===== src/rtl/core/rct_pkg.sv =====
// Package for the command tokenizer: parse phases, result kinds, status codes,
// character constants and the result record types.
// Used by every module under rtl/core; depends on nothing.
`default_nettype none

package rct_pkg;

    typedef enum logic [2:0] {
        PH_FIRST,
        PH_WORDS,
        PH_COUNT,
        PH_DOLLAR,
        PH_LENGTH,
        PH_PAYLOAD,
        PH_TRAILER,
        PH_DONE
    } phase_t;

    typedef enum logic [1:0] {
        DG_START,
        DG_SIGN,
        DG_DIGITS,
        DG_STOPPED
    } digit_state_t;

    localparam logic [1:0] KIND_BYTE    = 2'd0;
    localparam logic [1:0] KIND_TOK_END = 2'd1;
    localparam logic [1:0] KIND_CMD_END = 2'd2;

    localparam logic [1:0] STATUS_OK        = 2'd0;
    localparam logic [1:0] STATUS_NO_DIGITS = 2'd1;
    localparam logic [1:0] STATUS_TRUNCATED = 2'd2;
    localparam logic [1:0] STATUS_NEGATIVE  = 2'd3;

    localparam logic [7:0] CHAR_STAR   = 8'h2A;
    localparam logic [7:0] CHAR_DOLLAR = 8'h24;
    localparam logic [7:0] CHAR_CR     = 8'h0D;
    localparam logic [7:0] CHAR_LF     = 8'h0A;
    localparam logic [7:0] CHAR_PLUS   = 8'h2B;
    localparam logic [7:0] CHAR_MINUS  = 8'h2D;
    localparam logic [7:0] CHAR_ZERO   = 8'h30;
    localparam logic [7:0] CHAR_NINE   = 8'h39;
    localparam logic [7:0] CHAR_SPACE  = 8'h20;
    localparam logic [7:0] CHAR_TAB    = 8'h09;

    localparam logic [15:0] FIELD16_MAX = 16'hFFFF;

    localparam int MAX_RESULTS = 3;

    typedef struct packed {
        logic [1:0]  kind;
        logic [7:0]  token_byte;
        logic [15:0] token_index;
        logic [15:0] token_count;
        logic [1:0]  status;
    } rct_result_t;

    typedef struct packed {
        logic [1:0]                        count;
        rct_result_t [MAX_RESULTS-1:0]     slot;
    } rct_batch_t;

    function automatic logic is_space(input logic [7:0] c);
        return (c == CHAR_SPACE) || ((c >= CHAR_TAB) && (c <= CHAR_CR));
    endfunction

endpackage

`default_nettype wire


===== src/rtl/core/rct_step.sv =====
// Parser state and per-transfer step logic of the command tokenizer.
// Produces a batch of up to three results for each accepted transfer; uses rct_pkg.
`default_nettype none

module rct_step #(
    parameter int NUMBER_WIDTH      = 32,
    parameter int TOKEN_COUNT_WIDTH = 16
) (
    input  wire logic              aclk,
    input  wire logic              aresetn,
    input  wire logic              accept,
    input  wire logic [7:0]        data_byte,
    input  wire logic              byte_valid,
    input  wire logic              end_of_command,
    output rct_pkg::rct_batch_t    batch
);
    import rct_pkg::*;

    localparam int NW = NUMBER_WIDTH;
    localparam int TW = TOKEN_COUNT_WIDTH;
    localparam int CW = (TW > 16) ? TW : 16;

    phase_t          phase_reg,   phase_next;
    logic [NW-1:0]   acc_reg,     acc_next;
    logic            neg_reg,     neg_next;
    digit_state_t    dg_reg,      dg_next;
    logic            bad_reg,     bad_next;
    logic            cr_reg,      cr_next;
    logic [NW-1:0]   elems_reg,   elems_next;
    logic [NW-1:0]   payload_reg, payload_next;
    logic [1:0]      trail_reg,   trail_next;
    logic [TW-1:0]   tok_reg,     tok_next;
    logic            inside_reg,  inside_next;
    logic [1:0]      sticky_reg,  sticky_next;

    logic            emit_byte;
    logic            byte_finish;
    logic            end_finish;
    logic [TW-1:0]   tok_mid;
    logic [TW-1:0]   tok_final;
    logic [1:0]      status_final;

    logic            is_digit;
    logic [3:0]      digit_val;
    logic [NW+3:0]   mac;
    logic [NW-1:0]   acc_step;

    function automatic logic [TW-1:0] sat_inc(input logic [TW-1:0] v);
        return (v == {TW{1'b1}}) ? v : v + TW'(1);
    endfunction

    function automatic logic [15:0] sat16(input logic [TW-1:0] v);
        logic [CW-1:0] w;
        w = CW'(v);
        return (w > CW'(FIELD16_MAX)) ? FIELD16_MAX : w[15:0];
    endfunction

    assign is_digit  = (data_byte >= CHAR_ZERO) && (data_byte <= CHAR_NINE);
    assign digit_val = is_digit ? data_byte[3:0] : 4'd0;
    assign mac       = ({4'b0, acc_reg} << 3) + ({4'b0, acc_reg} << 1) + (NW+4)'(digit_val);
    assign acc_step  = (mac[NW+3:NW] != 4'd0) ? {NW{1'b1}} : mac[NW-1:0];

    always_comb begin
        phase_next   = phase_reg;
        acc_next     = acc_reg;
        neg_next     = neg_reg;
        dg_next      = dg_reg;
        bad_next     = bad_reg;
        cr_next      = cr_reg;
        elems_next   = elems_reg;
        payload_next = payload_reg;
        trail_next   = trail_reg;
        inside_next  = inside_reg;
        sticky_next  = sticky_reg;
        emit_byte    = 1'b0;
        byte_finish  = 1'b0;
        end_finish   = 1'b0;

        if (byte_valid) begin
            if (phase_reg == PH_FIRST && data_byte == CHAR_STAR) begin
                phase_next = PH_COUNT;
                acc_next   = '0;
                neg_next   = 1'b0;
                dg_next    = DG_START;
                bad_next   = 1'b0;
                cr_next    = 1'b0;
            end else begin
                if (phase_reg == PH_FIRST) begin
                    phase_next = PH_WORDS;
                end
                case (phase_next)
                    PH_WORDS: begin
                        if (is_space(data_byte)) begin
                            if (inside_reg) begin
                                byte_finish = 1'b1;
                                inside_next = 1'b0;
                            end
                        end else begin
                            emit_byte   = 1'b1;
                            inside_next = 1'b1;
                        end
                    end
                    PH_COUNT, PH_LENGTH: begin
                        if (cr_reg && data_byte == CHAR_LF) begin
                            cr_next = 1'b0;
                            if (bad_reg || dg_reg == DG_START || dg_reg == DG_SIGN) begin
                                if (sticky_next == STATUS_OK) begin
                                    sticky_next = STATUS_NO_DIGITS;
                                end
                                phase_next = PH_DONE;
                            end else if (neg_reg && acc_reg != '0) begin
                                if (sticky_next == STATUS_OK) begin
                                    sticky_next = STATUS_NEGATIVE;
                                end
                                phase_next = PH_DONE;
                            end else if (phase_reg == PH_COUNT) begin
                                elems_next = acc_reg;
                                phase_next = (acc_reg == '0) ? PH_DONE : PH_DOLLAR;
                            end else if (acc_reg == '0) begin
                                byte_finish = 1'b1;
                                trail_next  = 2'd2;
                                phase_next  = PH_TRAILER;
                            end else begin
                                payload_next = acc_reg;
                                phase_next   = PH_PAYLOAD;
                            end
                        end else begin
                            cr_next = (data_byte == CHAR_CR);
                            unique case (dg_reg)
                                DG_START: begin
                                    if (!is_space(data_byte)) begin
                                        if (data_byte == CHAR_MINUS) begin
                                            neg_next = 1'b1;
                                            dg_next  = DG_SIGN;
                                        end else if (data_byte == CHAR_PLUS) begin
                                            dg_next = DG_SIGN;
                                        end else if (is_digit) begin
                                            acc_next = NW'(digit_val);
                                            dg_next  = DG_DIGITS;
                                        end else begin
                                            bad_next = 1'b1;
                                            dg_next  = DG_STOPPED;
                                        end
                                    end
                                end
                                DG_SIGN: begin
                                    if (is_digit) begin
                                        acc_next = NW'(digit_val);
                                        dg_next  = DG_DIGITS;
                                    end else begin
                                        bad_next = 1'b1;
                                        dg_next  = DG_STOPPED;
                                    end
                                end
                                DG_DIGITS: begin
                                    if (is_digit) begin
                                        acc_next = acc_step;
                                    end else begin
                                        dg_next = DG_STOPPED;
                                    end
                                end
                                DG_STOPPED: begin
                                end
                                default: begin
                                end
                            endcase
                        end
                    end
                    PH_DOLLAR: begin
                        if (data_byte == CHAR_DOLLAR) begin
                            phase_next = PH_LENGTH;
                            acc_next   = '0;
                            neg_next   = 1'b0;
                            dg_next    = DG_START;
                            bad_next   = 1'b0;
                            cr_next    = 1'b0;
                        end else begin
                            phase_next = PH_DONE;
                        end
                    end
                    PH_PAYLOAD: begin
                        emit_byte = 1'b1;
                        if (payload_reg <= NW'(1)) begin
                            payload_next = '0;
                            byte_finish  = 1'b1;
                            trail_next   = 2'd2;
                            phase_next   = PH_TRAILER;
                        end else begin
                            payload_next = payload_reg - NW'(1);
                        end
                    end
                    PH_TRAILER: begin
                        if (trail_reg <= 2'd1) begin
                            trail_next = 2'd0;
                            if (elems_reg <= NW'(1)) begin
                                elems_next = '0;
                                phase_next = PH_DONE;
                            end else begin
                                elems_next = elems_reg - NW'(1);
                                phase_next = PH_DOLLAR;
                            end
                        end else begin
                            trail_next = trail_reg - 2'd1;
                        end
                    end
                    default: begin
                    end
                endcase
            end
        end

        tok_mid   = byte_finish ? sat_inc(tok_reg) : tok_reg;
        tok_final = tok_mid;
        tok_next  = tok_mid;

        if (end_of_command) begin
            if (phase_next == PH_WORDS && inside_next) begin
                end_finish = 1'b1;
                tok_final  = sat_inc(tok_mid);
            end
            if (phase_next == PH_PAYLOAD && sticky_next == STATUS_OK) begin
                sticky_next = STATUS_TRUNCATED;
            end
        end
        status_final = sticky_next;

        if (end_of_command) begin
            phase_next   = PH_FIRST;
            acc_next     = '0;
            neg_next     = 1'b0;
            dg_next      = DG_START;
            bad_next     = 1'b0;
            cr_next      = 1'b0;
            elems_next   = '0;
            payload_next = '0;
            trail_next   = 2'd0;
            tok_next     = '0;
            inside_next  = 1'b0;
            sticky_next  = STATUS_OK;
        end
    end

    always_comb begin
        logic [1:0] n;
        n     = 2'd0;
        batch = '0;
        if (emit_byte) begin
            batch.slot[n].kind        = KIND_BYTE;
            batch.slot[n].token_byte  = data_byte;
            batch.slot[n].token_index = sat16(tok_reg);
            n = n + 2'd1;
        end
        if (byte_finish) begin
            batch.slot[n].kind        = KIND_TOK_END;
            batch.slot[n].token_index = sat16(tok_reg);
            n = n + 2'd1;
        end
        if (end_finish) begin
            batch.slot[n].kind        = KIND_TOK_END;
            batch.slot[n].token_index = sat16(tok_mid);
            n = n + 2'd1;
        end
        if (end_of_command) begin
            batch.slot[n].kind        = KIND_CMD_END;
            batch.slot[n].token_count = sat16(tok_final);
            batch.slot[n].status      = status_final;
            n = n + 2'd1;
        end
        batch.count = n;
    end

    always_ff @(posedge aclk) begin
        if (!aresetn) begin
            phase_reg   <= PH_FIRST;
            acc_reg     <= '0;
            neg_reg     <= 1'b0;
            dg_reg      <= DG_START;
            bad_reg     <= 1'b0;
            cr_reg      <= 1'b0;
            elems_reg   <= '0;
            payload_reg <= '0;
            trail_reg   <= 2'd0;
            tok_reg     <= '0;
            inside_reg  <= 1'b0;
            sticky_reg  <= STATUS_OK;
        end else if (accept) begin
            phase_reg   <= phase_next;
            acc_reg     <= acc_next;
            neg_reg     <= neg_next;
            dg_reg      <= dg_next;
            bad_reg     <= bad_next;
            cr_reg      <= cr_next;
            elems_reg   <= elems_next;
            payload_reg <= payload_next;
            trail_reg   <= trail_next;
            tok_reg     <= tok_next;
            inside_reg  <= inside_next;
            sticky_reg  <= sticky_next;
        end
    end

endmodule

`default_nettype wire


===== src/rtl/core/rct_out_queue.sv =====
// Four-entry result queue of the command tokenizer, loaded with a whole batch per
// accepted input transfer and drained one result per output transfer; uses rct_pkg.
`default_nettype none

module rct_out_queue (
    input  wire logic                 aclk,
    input  wire logic                 aresetn,
    input  wire logic                 push,
    input  wire rct_pkg::rct_batch_t  batch,
    output logic                      room,
    output logic                      out_valid,
    input  wire logic                 out_ready,
    output rct_pkg::rct_result_t      out_result
);
    import rct_pkg::*;

    localparam int DEPTH = 4;

    rct_result_t [DEPTH-1:0] q_reg, q_next;
    logic [2:0]              cnt_reg, cnt_next;
    logic                    pop;

    assign room       = (cnt_reg <= 3'd1);
    assign out_valid  = (cnt_reg != 3'd0);
    assign out_result = q_reg[0];
    assign pop        = out_valid && out_ready;

    always_comb begin
        logic [2:0] base;
        q_next = q_reg;
        base   = cnt_reg;
        if (pop) begin
            for (int i = 0; i < DEPTH - 1; i++) begin
                q_next[i] = q_reg[i+1];
            end
            base = cnt_reg - 3'd1;
        end
        cnt_next = base;
        if (push) begin
            for (int i = 0; i < MAX_RESULTS; i++) begin
                if (2'(i) < batch.count) begin
                    q_next[2'(base + 3'(i))] = batch.slot[i];
                end
            end
            cnt_next = base + {1'b0, batch.count};
        end
    end

    always_ff @(posedge aclk) begin
        q_reg <= q_next;
        if (!aresetn) begin
            cnt_reg <= 3'd0;
        end else begin
            cnt_reg <= cnt_next;
        end
    end

endmodule

`default_nettype wire


===== src/rtl/core/resp_command_tokenizer_top.sv =====
// Each result is written into the result queue and offered on the master side from
// there. Throughput: one input transfer per cycle while s_tready is high; an item that
// causes several results drains them one per cycle through the four-entry result queue
// while m_tready is high, and s_tready stays high while at most one result is queued.
// Reset: aresetn, synchronous and active low, clears the parser state and the queue.
// Depends on rct_pkg, rct_step and rct_out_queue.
`default_nettype none

module resp_command_tokenizer_top #(
    parameter int NUMBER_WIDTH      = 32,
    parameter int TOKEN_COUNT_WIDTH = 16
) (
    input  wire logic        aclk,
    input  wire logic        aresetn,
    input  wire logic        s_tvalid,
    output logic             s_tready,
    input  wire logic [7:0]  s_tdata,   // [7:0] data_byte
    input  wire logic        s_tlast,   // end_of_command
    input  wire logic        s_tuser,   // [0] byte_valid
    output logic             m_tvalid,
    input  wire logic        m_tready,
    output logic [47:0]      m_tdata,   // [7:0] token_byte, [23:8] token_index,
                                        // [39:24] token_count, [41:40] status
    output logic [1:0]       m_tuser    // [1:0] kind
);
    import rct_pkg::*;

    logic        accept;
    rct_batch_t  batch;
    rct_result_t result;

    assign accept = s_tvalid && s_tready;

    rct_step #(
        .NUMBER_WIDTH      (NUMBER_WIDTH),
        .TOKEN_COUNT_WIDTH (TOKEN_COUNT_WIDTH)
    ) u_step (
        .aclk           (aclk),
        .aresetn        (aresetn),
        .accept         (accept),
        .data_byte      (s_tdata),
        .byte_valid     (s_tuser),
        .end_of_command (s_tlast),
        .batch          (batch)
    );

    rct_out_queue u_queue (
        .aclk       (aclk),
        .aresetn    (aresetn),
        .push       (accept),
        .batch      (batch),
        .room       (s_tready),
        .out_valid  (m_tvalid),
        .out_ready  (m_tready),
        .out_result (result)
    );

    assign m_tdata = {6'b0, result.status, result.token_count, result.token_index,
                      result.token_byte};
    assign m_tuser = result.kind;

endmodule

`default_nettype wire

===== config.mk =====
export PLATFORM = sky130hd
export DESIGN_NAME = resp_command_tokenizer_top
export DESIGN_NICKNAME = d
export VERILOG_FILES = /design/src/rtl/core/rct_pkg.sv /design/src/rtl/core/rct_step.sv /design/src/rtl/core/rct_out_queue.sv /design/src/rtl/core/resp_command_tokenizer_top.sv
export SDC_FILE = /design/constraint.sdc
export NUM_CORES = 1
export LEC_CHECK = 0
export BUFFER_PORTS_ARGS = -buffer_cell sky130_fd_sc_hd__buf_2
export CAP_MARGIN = 30
export CORE_ASPECT_RATIO = 0.5
export CORE_UTILIZATION = 45
export CTS_CLUSTER_SIZE = 28
export DETAILED_ROUTE_END_ITERATION = 10
export GPL_ROUTABILITY_DRIVEN = 0
export GPL_TIMING_DRIVEN = 0
export PLACE_DENSITY = 0.61
export SLEW_MARGIN = 0
export SYNTH_ARGS = -nofsm -noshare
export SYNTH_HDL_FRONTEND = slang
export SYNTH_SLANG_ARGS = --single-unit

===== constraint.sdc =====
create_clock -name aclk -period 7.5 [get_ports aclk]
set_input_delay 0.375 -clock aclk [delete_from_list [all_inputs] [get_ports aclk]]
set_output_delay 0.375 -clock aclk [all_outputs]
set_load 0.02 [all_outputs]

# ---- After elaboration in Yosys (flattened, before gate mapping)
# Cells that the tools add are included.
dict set report totals {
  output_inout_bits 52
  regBits 304
  wordCells 341
  inputBits 14
}
dict set report classes {
  n_eq_ne 42
  reduce_logical 40
  mux 186
  n_lt_le_gt_ge 26
  addsub 14
}
# cell count
set op_table {}
lappend op_table {{$mux 32} 29}
lappend op_table {{$bwmux 132} 7}
lappend op_table {{$demux 44 s2} 10}
lappend op_table {{$mux 176} 5}
lappend op_table {{$mux 132} 5}
lappend op_table {{$bwmux 176} 3}
lappend op_table {{$mux 44} 6}
lappend op_table {{$pmux 32 s2} 3}
lappend op_table {{$mux 16} 9}
lappend op_table {{$pmux 32 s3} 1}
lappend op_table {{$mux 2} 36}
lappend op_table {{$mux 34} 2}
lappend op_table {{$le 32x1->1 const B} 2}
lappend op_table {{$sub 32x1->32 const B} 2}
lappend op_table {{$gt 16x16->1 const B} 3}
lappend op_table {{$mux 3} 16}
lappend op_table {{$mux 1} 41}
lappend op_table {{$eq 8x6->1 const B} 5}
lappend op_table {{$add 35x33->36} 1}
lappend op_table {{$add 36x4->36} 1}
lappend op_table {{$add 16x1->16 const B} 2}
lappend op_table {{$eq 16x16->1 const B} 2}
lappend op_table {{$logic_not 32->1} 1}
lappend op_table {{$reduce_bool 32->1} 1}
lappend op_table {{54 further kinds} 115}

# ---- Longest topological paths before layout
dict set report logic_depth {
  word_depth 32
  mapped_depth 25
  mapped_depth_nobuf 22
}

# ---- Modules after synthesis
# From an unflattened synthesis, not the netlist that was laid out.
dict set report unflattened {
  cells_unflattened 3594
  hier_area_um2 27146.0
}
# mod n_inst cells_per_inst seq_area_each_um2 area_each_um2
set modules_own_cells {}
lappend modules_own_cells {rct_out_queue 1 1883 4023.9 14919.3}
lappend modules_own_cells {rct_step 1 1703 2502.4 12171.7}
lappend modules_own_cells {resp_command_tokenizer_top 1 8 0.0 55.1}

# ---- Worst setup path after synthesis
# No wires, ideal clock.
dict set report synth_path {
  path_type {register -> register}
  start {register u_step.payload_reg[10]}
  end {register u_queue.q_reg[135] in the netlist's numbering (data pin)}
  path_stages_with_launch 21
  slack_ps 2333
  arrival_time_ps 4899
  setup_time_ps 268
  n_path_buf 5
  cell_sequence {dfxtp_1 -> or3_1 -> buf_2 -> or4_4 -> nor4_4 -> a211oi_2 -> buf_6 -> buf_6 -> nor2_1 -> ha_1 -> buf_1 -> xor2_1 -> ha_1 -> nand2_1 -> a21boi_1 -> inv_1 -> nor3_1 -> clkbuf_1 -> a21oi_1 -> a222oi_1 -> o21ai_0}
}
dict set report synth_between {
  elab_chain_cells 25
}
# element line_no
set synth_rtl {}
lappend synth_rtl {{from (decl)} rct_step.sv:30} ;# logic [NW-1:0] payload_reg, payload_next;
lappend synth_rtl {{from (signal assigned)} rct_step.sv:294} ;# payload_reg <= payload_next;
lappend synth_rtl {{$le 32x1->1 *} rct_step.sv:183} ;# if (payload_reg <= NW'(1)) begin
lappend synth_rtl {{parallel branches: the longest is 23 deep, another holds $add 16x1->16} --}
lappend synth_rtl {{$mux 176 *} rct_out_queue.sv:41} ;# if (2'(i) < batch.count) begin
lappend synth_rtl {{to (signal assigned)} rct_out_queue.sv:50} ;# q_reg <= q_next;
lappend synth_rtl {{to (decl)} rct_out_queue.sv:19} ;# rct_result_t [DEPTH-1:0] q_reg, q_next;
# Every way passes the cells marked *. The select of a mux whose other input is x is not followed.
# A chain may end at the register's enable or synchronous reset.

==> results.json <==
{
  "rows": 55,
  "synth_cells": 2640,
  "final_util_pct": 50.7,
  "track_usage_pct": 30.8,
  "ys_ff_latch": 304,
  "clock_latency_ns": 0.60,
  "grt-ovfl-total": 0,
  "nFillCells": 4563,
  "crit_slowest_cell": "nor3_1",
  "grt_setup_unrepaired": "false",
  "drv_slew": 0,
  "core-area_sq_um": 45600,
  "antenna_found_initial": 0,
  "wl_per_cell_um": 22.3,
  "synth.distinct_cells": 93,
  "num_io_pins": 66,
  "final_common_cell": "nor2_1",
  "synth-main-ff-cell": "dfxtp_1",
  "cts_root_buffer": "clkbuf_16",
  "port_buffers": 55,
  "slew_headroom_pct": 24.9,
  "min_path_type": "input port to register",
  "diodes": 0,
  "crit_arrival_ns": 7.62,
  "skew_ns": 0.0159,
  "path_clk_slew_ns": 0.07,
  "initial_utilization_pct": 46.0,
  "layout.cells.non_filler": 3389,
  "vias_per_cell": 6.26,
  "critPathRequiredTime_ns": 7.95,
  "criticalPathCategory": "register to register",
  "slowest_delay_ns": 0.67,
  "setup_viol": 0,
  "hold_buffers": 0,
  "status": "complete, no violations",
  "grt_pass1_wl_um": 115000,
  "grt_max_degree": 54,
  "max_freq_mhz": 139,
  "clockBufferDepth": 3,
  "path_delay_family": "simple AND/OR/NAND/NOR gates",
  "worst_setup_path_start_kind": "register",
  "num_vias": 21200,
  "first_pass_iters": 9,
  "powerDensity_nw_per_um2": 329,
  "cts_tree": "built",
  "yosysWarningCount": 0,
  "endpoint_kind": "register",
  "synth_area_sq_um": 21000,
  "fin_crit_sh_pct": 95.6,
  "hold_viol_final": 0,
  "cts_num_sinks": 304,
  "die_y_um": 155,
  "cp_num_buf_inv": 5,
  "cp_max_fo": 10,
  "hpwl_um": 55500,
  "grt_pass1_vias": 19400,
  "wirelength_um": 75600,
  "dieWidth_um": 307,
  "cts_buffers": 30,
  "nets": 2838,
  "leakage_nw": 9.61,
  "layout-drive-gt1-share_pct": 9.23,
  "largest_reg_flops": 132,
  "first_iter_violations": 2237,
  "max_cap_violations": 0,
  "synth_edf_count": 44,
  "cp_cell_sequence": "or4_1 -> or4_1 -> nor4b_1 -> o41ai_1 -> o211a_1 -> and3_1 -> clkbuf_1 -> mux2i_1 -> inv_1 -> ha_1 -> nand2_1 -> a21boi_1 -> inv_1 -> nor3_1 -> buf_2 -> nand2_1 -> a21oi_1 -> buf_2 -> o22ai_1",
  "cts.htree.levels": 1,
  "synth.avg_cell_area_sq_um": 7.94,
  "timing.hold.ws_ns": 0.191,
  "setup-tns-final_ns": 0,
  "worstMarginPinSlew_ns": 1.12,
  "postRouteAntennaNets": 0,
  "min_period_ns": 7.17,
  "drcViolationCount": 0,
  "dieArea_sq_um": 47500,
  "postSynth.asyncResetShare_pct": 0,
  "final_cell_mix": "nor2_1, nand2_1, dfxtp_1",
  "place_inst": 3332,
  "peakVddDrop_uv": 153,
  "cts_setup_buffers": 0,
  "post_cts_resized": 0,
  "yosysSeqAreaShare_pct": 31.1,
  "area_growth_pct": 10.2
}
==> final cells by class <==
type	instances	area, sq um	share of cell area [%]
multi-input combinational	2069	13200	57.0
sequential	304	6530	28.2
buffer	224	1110	4.79
clock buffer	45	918	3.98
tap	627	785	3.40
timing repair buffer	61	328	1.42
inverter	48	180	0.780
clock inverter	11	85.1	0.368
==> per-layer routing <==
metal  wire length [um]  global-route usage, %  vias to the layer above
met5                  0                      0                        -
met4               2230                   8.86                        0
met3               7700                   6.29                      151
met2              31800                   46.3                     1090
met1              33800                   44.1                    10100
li1                   -                      -                     9850
==> Yosys cell counts (27+ instances only) <==
| library cell | number | area [sq um] |
|---|---|---|
| nand2_1 | 260 | 976 |
| o22ai_1 | 72 | 450 |
| a211oi_1 | 41 | 308 |
| xnor2_1 | 43 | 377 |
| a221oi_1 | 31 | 272 |
| dfxtp_1 | 260 | 5200 |
| or3_1 | 27 | 169 |
| xor2_1 | 39 | 342 |
| nor2_1 | 295 | 1110 |
| nor3_1 | 90 | 450 |
| inv_1 | 45 | 169 |
| nand3_1 | 49 | 245 |
| a21o_1 | 27 | 203 |
| edfxtp_1 | 44 | 1320 |
| a22oi_1 | 61 | 458 |
| mux2i_1 | 174 | 1740 |
| nor4_1 | 32 | 200 |
| o21ai_0 | 183 | 916 |
| clkbuf_1 | 130 | 488 |
| ha_1 | 83 | 1040 |
| a21oi_1 | 227 | 1140 |
| buf_4 | 52 | 390 |
==> final timing paths <==
check                                          start                   to  slack (ns)  depth (start not counted)
worst max-delay path            u_step.elems_reg[27]   u_queue.q_reg[108]        0.33                         19
worst min-delay path                      s_tdata[7]    u_queue.q_reg[85]        0.19                          3
worst max register to register  u_step.elems_reg[27]   u_queue.q_reg[108]        0.33                         19
worst min register to register   u_step.trail_reg[0]  u_step.trail_reg[0]        0.47                          2
==> cells by family after synthesis <==
logic type / Yosys count / share of synthesized area [%]
flops: 304 / 31.1
fa+ha+maj: 86 / 5.24
simple gates: 902 / 20.4
compound gates: 804 / 24.5
mux: 187 / 9.04
other cells: 1 / 0.0179
buf+inv: 272 / 6.12
xor+xnor: 84 / 3.58
==> metrics by stage <==
step	area (sq um)	setup slack (ns)	total power, mW
4_1_cts	23100	0.650	7.50
3_5_place_dp	22100	0.486	5.93
6_report	23100	0.331	7.61
2_1_floorplan	21000	2.33	4.95
3_3_place_gp	22000	0.422	5.87
5_1_grt	23100	0.102	8.00
==> power by group <==
part / total, mW / switching (mW) / leakage, nW / internal, mW
combinational: 3.47 / 2.16 / 6.55 / 1.31
sequential: 2.55 / 0.314 / 2.56 / 2.24
clock: 1.59 / 0.710 / 0.500 / 0.877
==> worst reg2reg max path, delay by kind of cell (launching register included) <==
| family | cells | cell delay, ns |
|---|---|---|
| AND/OR/NAND/NOR | 7 | 3.03 |
| multiplexers | 1 | 0.41 |
| flip-flops | 1 | 0.36 |
| AO/OA/AOI/OAI | 5 | 1.57 |
| adder cells (fa/ha/maj) | 1 | 0.33 |
| buffers and inverters | 5 | 1.34 |
(Power assumes the default switching activity.)
